==> config.mk <==
export PLATFORM = sky130hd
export DESIGN_NAME = sorted_priority_queue_top
export DESIGN_NICKNAME = d
export VERILOG_FILES = /design/src/design/spq_pkg.sv /design/src/design/spq_cell.sv /design/src/design/sorted_priority_queue_top.sv
export SDC_FILE = /design/constraint.sdc
export NUM_CORES = 2
export LEC_CHECK = 0
export BUFFER_PORTS_ARGS = -buffer_cell sky130_fd_sc_hd__buf_2
export CAP_MARGIN = 5
export CORE_MARGIN = 2
export CORE_UTILIZATION = 25
export CTS_CLUSTER_DIAMETER = 150
export DETAILED_ROUTE_END_ITERATION = 10
export PLACE_DENSITY_LB_ADDON = 0.25
export SYNTH_ARGS = -nofsm -noshare
export SYNTH_HDL_FRONTEND = slang
export SYNTH_HIERARCHICAL = 1
export SYNTH_SLANG_ARGS = --single-unit
==> constraint.sdc <==
create_clock -name clock -period 6.6 [get_ports clock]
set_input_delay 1.32 -clock clock [delete_from_list [all_inputs] [get_ports clock]]
set_output_delay 1.32 -clock clock [all_outputs]
set_load 0.01 [all_outputs]
==> src/design/spq_pkg.sv <==
// Shared constants and types for the sorted priority queue.
package spq_pkg;

   // Number of cells in the chain
   localparam int DEPTH = 16;
   // Counter width: holds 0 to DEPTH
   localparam int CNT_W = $clog2(DEPTH + 1);
   localparam int VAL_W = 32;
   localparam int OP_W = 2;
   localparam int RSP_CNT_W = 5;

   // Request opcodes
   localparam logic [OP_W-1:0] OP_PUSH   = 2'd0;
   localparam logic [OP_W-1:0] OP_POP    = 2'd1;
   localparam logic [OP_W-1:0] OP_STATUS = 2'd2;

   // Command broadcast to every cell of the chain
   typedef struct packed {
      logic                     push;
      logic                     pop;
      logic signed [VAL_W-1:0]  value;
   } cell_cmd_type;

endpackage

==> src/design/spq_cell.sv <==
// One storage cell of the sorted chain: holds an entry and trades with its neighbours.
module spq_cell (
   input  logic                            clock,
   input  logic                            reset,
   input  spq_pkg::cell_cmd_type           cmd,
   input  logic                            left_valid,
   input  logic                            left_ge,
   input  logic signed [spq_pkg::VAL_W-1:0] left_entry,
   input  logic                            right_valid,
   input  logic signed [spq_pkg::VAL_W-1:0] right_entry,
   output logic                            valid,
   output logic                            ge,
   output logic signed [spq_pkg::VAL_W-1:0] entry
);
   import spq_pkg::*;

   logic                    valid_ff;
   logic                    valid_in;
   logic signed [VAL_W-1:0] entry_ff;
   logic signed [VAL_W-1:0] entry_in;

   // Flag an entry that stays ahead of the incoming request value
   assign ge = valid_ff && (entry_ff >= cmd.value);

   // Keep, take the new value, or shift from a neighbour
   always_comb begin
      valid_in = valid_ff;
      entry_in = entry_ff;
      if (cmd.push) begin
         valid_in = valid_ff | left_valid;
         if (!ge) begin
            entry_in = left_ge ? cmd.value : left_entry;
         end
      end else if (cmd.pop) begin
         valid_in = right_valid;
         entry_in = right_entry;
      end
   end

   always_ff @(posedge clock) begin
      if (reset) begin
         valid_ff <= 1'b0;
      end else begin
         valid_ff <= valid_in;
      end
   end

   // Hold payload without reset
   always_ff @(posedge clock) begin
      entry_ff <= entry_in;
   end

   assign valid = valid_ff;
   assign entry = entry_ff;

endmodule

==> src/design/sorted_priority_queue_top.sv <==
// Top level of the sorted priority queue: request decode, cell chain and result register.
//
// Max-first priority queue kept in descending order across a chain of DEPTH cells.
// Request channel: drive req_opcode and req_value with start high; the request is
// taken at a rising edge where start is high and busy is low. Opcodes: push value,
// pop largest, status only (the unused code acts as status only).
// A push finds its place in every cell at once by local comparison and the tail of
// the list moves one cell down; a pop moves every cell up by one. Equal values
// leave in arrival order. A push to a full queue is dropped and flagged.
// Result channel: exactly one result per request, shown for one cycle with rsp_valid
// high in the cycle after the request is taken. It carries the largest value (0 when
// empty), the count, the empty and full flags and the dropped flag.
// Throughput: one request per cycle while busy is low; every request completes in its
// cell update, so busy is low except during reset and just after it.
// Reset empties the queue; the cell contents are left as they are.
// The receiver cannot stall: a result not taken in its cycle is lost.
module sorted_priority_queue_top (
   input  logic                               clock,
   input  logic                               reset,
   input  logic                               start,
   output logic                               busy,
   input  logic [spq_pkg::OP_W-1:0]           req_opcode,
   input  logic signed [spq_pkg::VAL_W-1:0]   req_value,
   output logic                               rsp_valid,
   output logic signed [spq_pkg::VAL_W-1:0]   rsp_top_value,
   output logic [spq_pkg::RSP_CNT_W-1:0]      rsp_count,
   output logic                               rsp_is_empty,
   output logic                               rsp_is_full,
   output logic                               rsp_push_dropped
);
   import spq_pkg::*;

   logic                    accept;
   logic                    full;
   logic                    empty;
   cell_cmd_type            cmd;
   logic                    busy_ff;
   logic [CNT_W-1:0]        count_ff;
   logic [CNT_W-1:0]        count_in;
   logic                    rsp_valid_ff;
   logic                    dropped_ff;
   logic                    dropped_in;

   logic                    cell_valid [DEPTH];
   logic                    cell_ge    [DEPTH];
   logic signed [VAL_W-1:0] cell_entry [DEPTH];

   assign accept = start && !busy_ff;
   assign full   = cell_valid[DEPTH-1];
   assign empty  = !cell_valid[0];

   // Decode the request into a chain command
   always_comb begin
      cmd.push   = 1'b0;
      cmd.pop    = 1'b0;
      cmd.value  = req_value;
      dropped_in = 1'b0;
      count_in   = count_ff;
      if (accept) begin
         case (req_opcode)
            OP_PUSH: begin
               if (full) begin
                  dropped_in = 1'b1;
               end else begin
                  cmd.push = 1'b1;
                  count_in = count_ff + 1'b1;
               end
            end
            OP_POP: begin
               if (!empty) begin
                  cmd.pop  = 1'b1;
                  count_in = count_ff - 1'b1;
               end
            end
            OP_STATUS: begin
               count_in = count_ff;
            end
            default: begin
               count_in = count_ff;
            end
         endcase
      end
   end

   // Build the chain; the ends see a full left and an empty right
   for (genvar i = 0; i < DEPTH; i++) begin : g_cell
      logic                    lv;
      logic                    lg;
      logic signed [VAL_W-1:0] le;
      logic                    rv;
      logic signed [VAL_W-1:0] re;
      if (i == 0) begin : g_head
         assign lv = 1'b1;
         assign lg = 1'b1;
         assign le = req_value;
      end else begin : g_mid
         assign lv = cell_valid[i-1];
         assign lg = cell_ge[i-1];
         assign le = cell_entry[i-1];
      end
      if (i == DEPTH - 1) begin : g_tail
         assign rv = 1'b0;
         assign re = '0;
      end else begin : g_body
         assign rv = cell_valid[i+1];
         assign re = cell_entry[i+1];
      end
      spq_cell u_cell (
         .clock       (clock),
         .reset       (reset),
         .cmd         (cmd),
         .left_valid  (lv),
         .left_ge     (lg),
         .left_entry  (le),
         .right_valid (rv),
         .right_entry (re),
         .valid       (cell_valid[i]),
         .ge          (cell_ge[i]),
         .entry       (cell_entry[i])
      );
   end

   // Advance control state
   always_ff @(posedge clock) begin
      if (reset) begin
         busy_ff      <= 1'b1;
         count_ff     <= '0;
         rsp_valid_ff <= 1'b0;
      end else begin
         busy_ff      <= 1'b0;
         count_ff     <= count_in;
         rsp_valid_ff <= accept;
      end
   end

   always_ff @(posedge clock) begin
      dropped_ff <= dropped_in;
   end

   // Report the queue as it stands after the request
   assign busy             = busy_ff;
   assign rsp_valid        = rsp_valid_ff;
   assign rsp_top_value    = empty ? '0 : cell_entry[0];
   assign rsp_count        = RSP_CNT_W'(count_ff);
   assign rsp_is_empty     = empty;
   assign rsp_is_full      = full;
   assign rsp_push_dropped = dropped_ff;

endmodule
## Word-level counts from Yosys, hierarchy flattened

Cells that the tools add are included.

- Register bits: 536
- Output and inout port bits: 42

- Add/sub/neg operators: 2
- $lt $le $gt $ge: 16
- Equality and inequality tests: 19
- Mux-type cells: 106
- Bitwise gates (word level): 15
- Reduce and logical (&&, ||, !) cells: 40

Operator list:

| cell | count |
|---|---|
| two-way mux 32 bit | 64 |
| greater-or-equal comparator 32 bit | 16 |
| two-way mux 1 bit | 38 |
| inequality test 2 bit (second input constant) | 17 |
| AND reduction 2 bit | 17 |
| logical AND 1 bit | 17 |
| bitwise OR 1 bit | 15 |
| two-way mux 5 bit | 2 |
| one-hot mux 5 bit (2 select lines) | 1 |
| adder 5 x 1 -> 5 bit (second input constant) | 1 |
| subtractor 5 x 1 -> 5 bit (second input constant) | 1 |
| AND reduction 4 bit | 1 |
| nonzero test 2 bit | 2 |
| equality test 2 x 1 -> 1 bit (second input constant) | 1 |
| logical NOT 1 bit | 2 |
| logical NOT 2 bit | 1 |
| two-way mux 2 bit | 1 |
| inequality test 2 x 1 -> 1 bit (second input constant) | 1 |

## Longest topological paths before layout

- Word-level depth: 5
- Mapped depth: 12
- Mapped depth without buffers: 10

## Cells and area by module

Netlist, hierarchy kept.

By module, submodules not included:

| module | times used | cells an instance | area an instance (µm²) | seq. area each (µm²) |
|---|---|---|---|---|
| spq_cell | 16 | 263 | 2528.7 | 980.9 |
| sorted_priority_queue_top | 1 | 81 | 644.4 | 160.2 |

## Worst setup path after synthesis

Ideal clock, no wire load.

- Kind: input to register
- From: input req_opcode[1] in the netlist's numbering
- To: register g_cell[0].u_cell.entry_ff[0] (enable)
- Setup time: 0.394 ns
- Data arrival time: 3.898 ns
- Required time: 6.206 ns
- Slack: 2.308 ns
- Stages: 4
- Buffers on the path: 2
- Cells stage by stage: nor4_1 clkbuf_1 clkbuf_1 o32a_1

- Word-level cells in the longest chain between the ends: 5
- Elaborated cells on any way between the ends: 8
- Classes of those cells: eq/ne (2); mux (3); reduce/logical (3)

Ends and longest elaborated chain:

| element | line | source |
|---|---|---|
| start: declaration | sorted_priority_queue_top.sv:22 | `input logic [spq_pkg::OP_W-1:0] req_opcode,` |
| logical NOT 2 bit / equality test 2 x 1 -> 1 bit (equally long branches) | sorted_priority_queue_top.sv:60 | `case (req_opcode)` |
| two-way mux 1 bit | sorted_priority_queue_top.sv:60 |  |
| two-way mux 2 bit * | sorted_priority_queue_top.sv:59 | `if (accept) begin` |
| inequality test 2 bit (no source line) / nonzero test 2 bit (equally long branches) | n/a |  |
| AND reduction 2 bit (no source line) * | n/a |  |
| end signal: assignment | spq_cell.sv:50 | `entry_ff <= entry_in;` |
| end: declaration | spq_cell.sv:19 | `logic signed [VAL_W-1:0] entry_ff;` |

Mark *: on every way between the ends. The rest lies on a longest branch, timed or not.
A chain may end at the register's enable or synchronous reset.

==> flow_summary.yaml <==
logic_synthesis:
  avgSynthCellArea_sq_um: 9.58
  yosys_warnings: 6
  syn_area_sq_mm: 0.0411
  syn_inst: 4288
critical_path:
  ff2ff_setup_slack_ns: 3.17
  crit_type: "input pin to register"
  startpoint: "req_value[23]"
  cp_data_required_time_ns: 6.95
  end_kind: "register"
  cp_data_arrival_time_ns: 4.70
  critPathMaxFanout: 33
  crit_path_start_kind: "input pin"
  crit-reg2reg-launch: "g_cell[6].u_cell/entry[31]"
routing:
  ant_nets: 0
  wl_per_cell_microns: 17.5
  vias: 30471
  dr.first_iter.drc_count: 1948
  firstDrtPassIters: 5
  avgViaCountPerCell: 4.63
  drc: 0
  routed_wirelength_mm: 115
placed_design:
  hpwl_mm: 87.2
  dp_slack_ns: 1.56
  portBuffers: 78
  placed_cells: 6458
  place.gp.congestion: 0.815
min_path:
  hp-start: "g_cell[4].u_cell/valid"
  hp-class: "register to register"
sta:
  final.setup.worst_slack_ns: 2.25
  tightest_slew_ns: 1.05
  fmax_mhz: 230
  slew_violations: 0
  relSlewSlack_pct: 29.8
  setup_viol_count_final: 0
  period_share_pct: 65.9
  fin_crit_ns: 4.35
  clock-skew-final_ns: 0.0195
  grt_setup_unrepaired: "false"
  finalSetupTns_ns: 0
  finalHoldViolations: 0
clock_tree:
  cts.sinks: 536
  hold_buffers: 0
  clk_pin_slew_worst_paths_ns: 0.05
  clk_latency_ns: 0.65
  cts_buffers: 71
  cts-resized-gates: 0
  postCtsSetupRepairBufs: 0
  cts_tree: "done"
  clk_path_buf_depth: 3
  htree_levels: 3
  root_buffer: "clkbuf_16"
die:
  die_width_microns: 409
  rows: 148
  die_h_microns: 409
  fp.coreArea_sq_mm: 0.163
  start_util_pct: 25.2
  io_pins: 79
  dieArea_sq_mm: 0.168
grt:
  grt_max_degree: 204
  grt_pass1_vias: 30588
  overflow: 0
  grt_usage_pct: 13.5
  grt_pass1_wl_mm: 181
  antenna_found_initial: 1
cells_and_area:
  syn2layout_area_growth_pct: 12.9
  nets: 4907
  drive_gt1_share_pct: 8.72
  final.fill_count: 17309
  stdcell_count: 6580
status:
  status: "completed"
job:
  drv_cap: 0
power_and_ir_drop:
  power_uw: 8510
  power-per-cell-area_mw_per_mm2: 183
  peakVddDrop_uv: 144
  leakagePower_uw: 0.0186
==> power by group <==
part / switching (uW) / total [uW] / internal (uW) / leakage, uW
logic: 615 / 971 / 356 / 0.0128
registers: 60.2 / 3850 / 3790 / 0.00484
clock network: 1560 / 3690 / 2130 / 0.00103
==> sequential cells by signal, summed over array words and instances, names as in the netlist <==
signal,flops
g_cell.u_cell/entry,512
busy,1
rsp_valid,1
rsp_count,5
rsp_push_dropped,1
g_cell.u_cell/valid,16
==> placed cells by master (no fill, tap or decap), drive strengths merged, types with 16 or more instances in the layout <==
master     n
or2       17
nor3      33
nor2     549
edfxtp   512
a21oi    708
nor4b     17
o21ai     65
a21o      32
buf      158
conb      35
ha       514
o31ai     32
nand3     32
o211ai    16
o21a      17
nor2b     35
nand2    128
clkbuf    93
o32a      16
nand2b    17
mux2      17
clkinv    23
mux2i    514
and2      32
o2bb2ai   16
inv      516
dfxtp     24
nand4     64
nor3b     47
and4      48
and3      16
a211oi    48
==> path summary, 6_finish.rpt <==
check                                to  depth (start not counted)
min              g_cell[4].u_cell/valid                          2
max          g_cell[7].u_cell/entry[18]                         12
min reg2reg      g_cell[4].u_cell/valid                          2
max reg2reg  g_cell[7].u_cell/entry[18]                         10
==> stage by stage <==
step / utilization [%] / cell area [sq um] / hold WS, ns
detailed placement: 27.2 / 44300 / 0.530
global route: 28.5 / 46400 / 0.582
floorplan: - / 41200 / 0.498
finish: 28.5 / 46400 / 0.540
CTS: 28.5 / 46400 / 0.537
global placement: 27.2 / 44300 / 0.537
==> critical path, stage by stage <==
cell and delay [ns]:
buf_2 0.58, inv_1 0.11, ha_1 0.35, and4_1 0.25
nor4b_2 0.47, or2_1 0.19, o31ai_1 0.09, nor3b_2 0.18
nor3b_2 0.19, buf_4 0.51, mux2i_1 0.30, a21oi_1 0.10
==> routing by layer <==
metal	part of all wire [%]	global-route usage [%]
met5	0	0
met4	2.1	3.11
met3	3.4	2.04
met2	41	20.0
met1	53	20.4
==> final cells by class <==
type                       instances  area (sq um)  area share, %
clock inverter                    28           205          0.442
sequential                       536         15900           34.2
clock buffer                      93          1900           4.10
timing repair buffer             158          1050           2.27
tap                             2175          2720           5.87
antenna                            1          2.50        0.00539
multi-input combinational       3075         22700           49.0
inverter                         514          1930           4.16
Power figures use the tool's default switching activity.
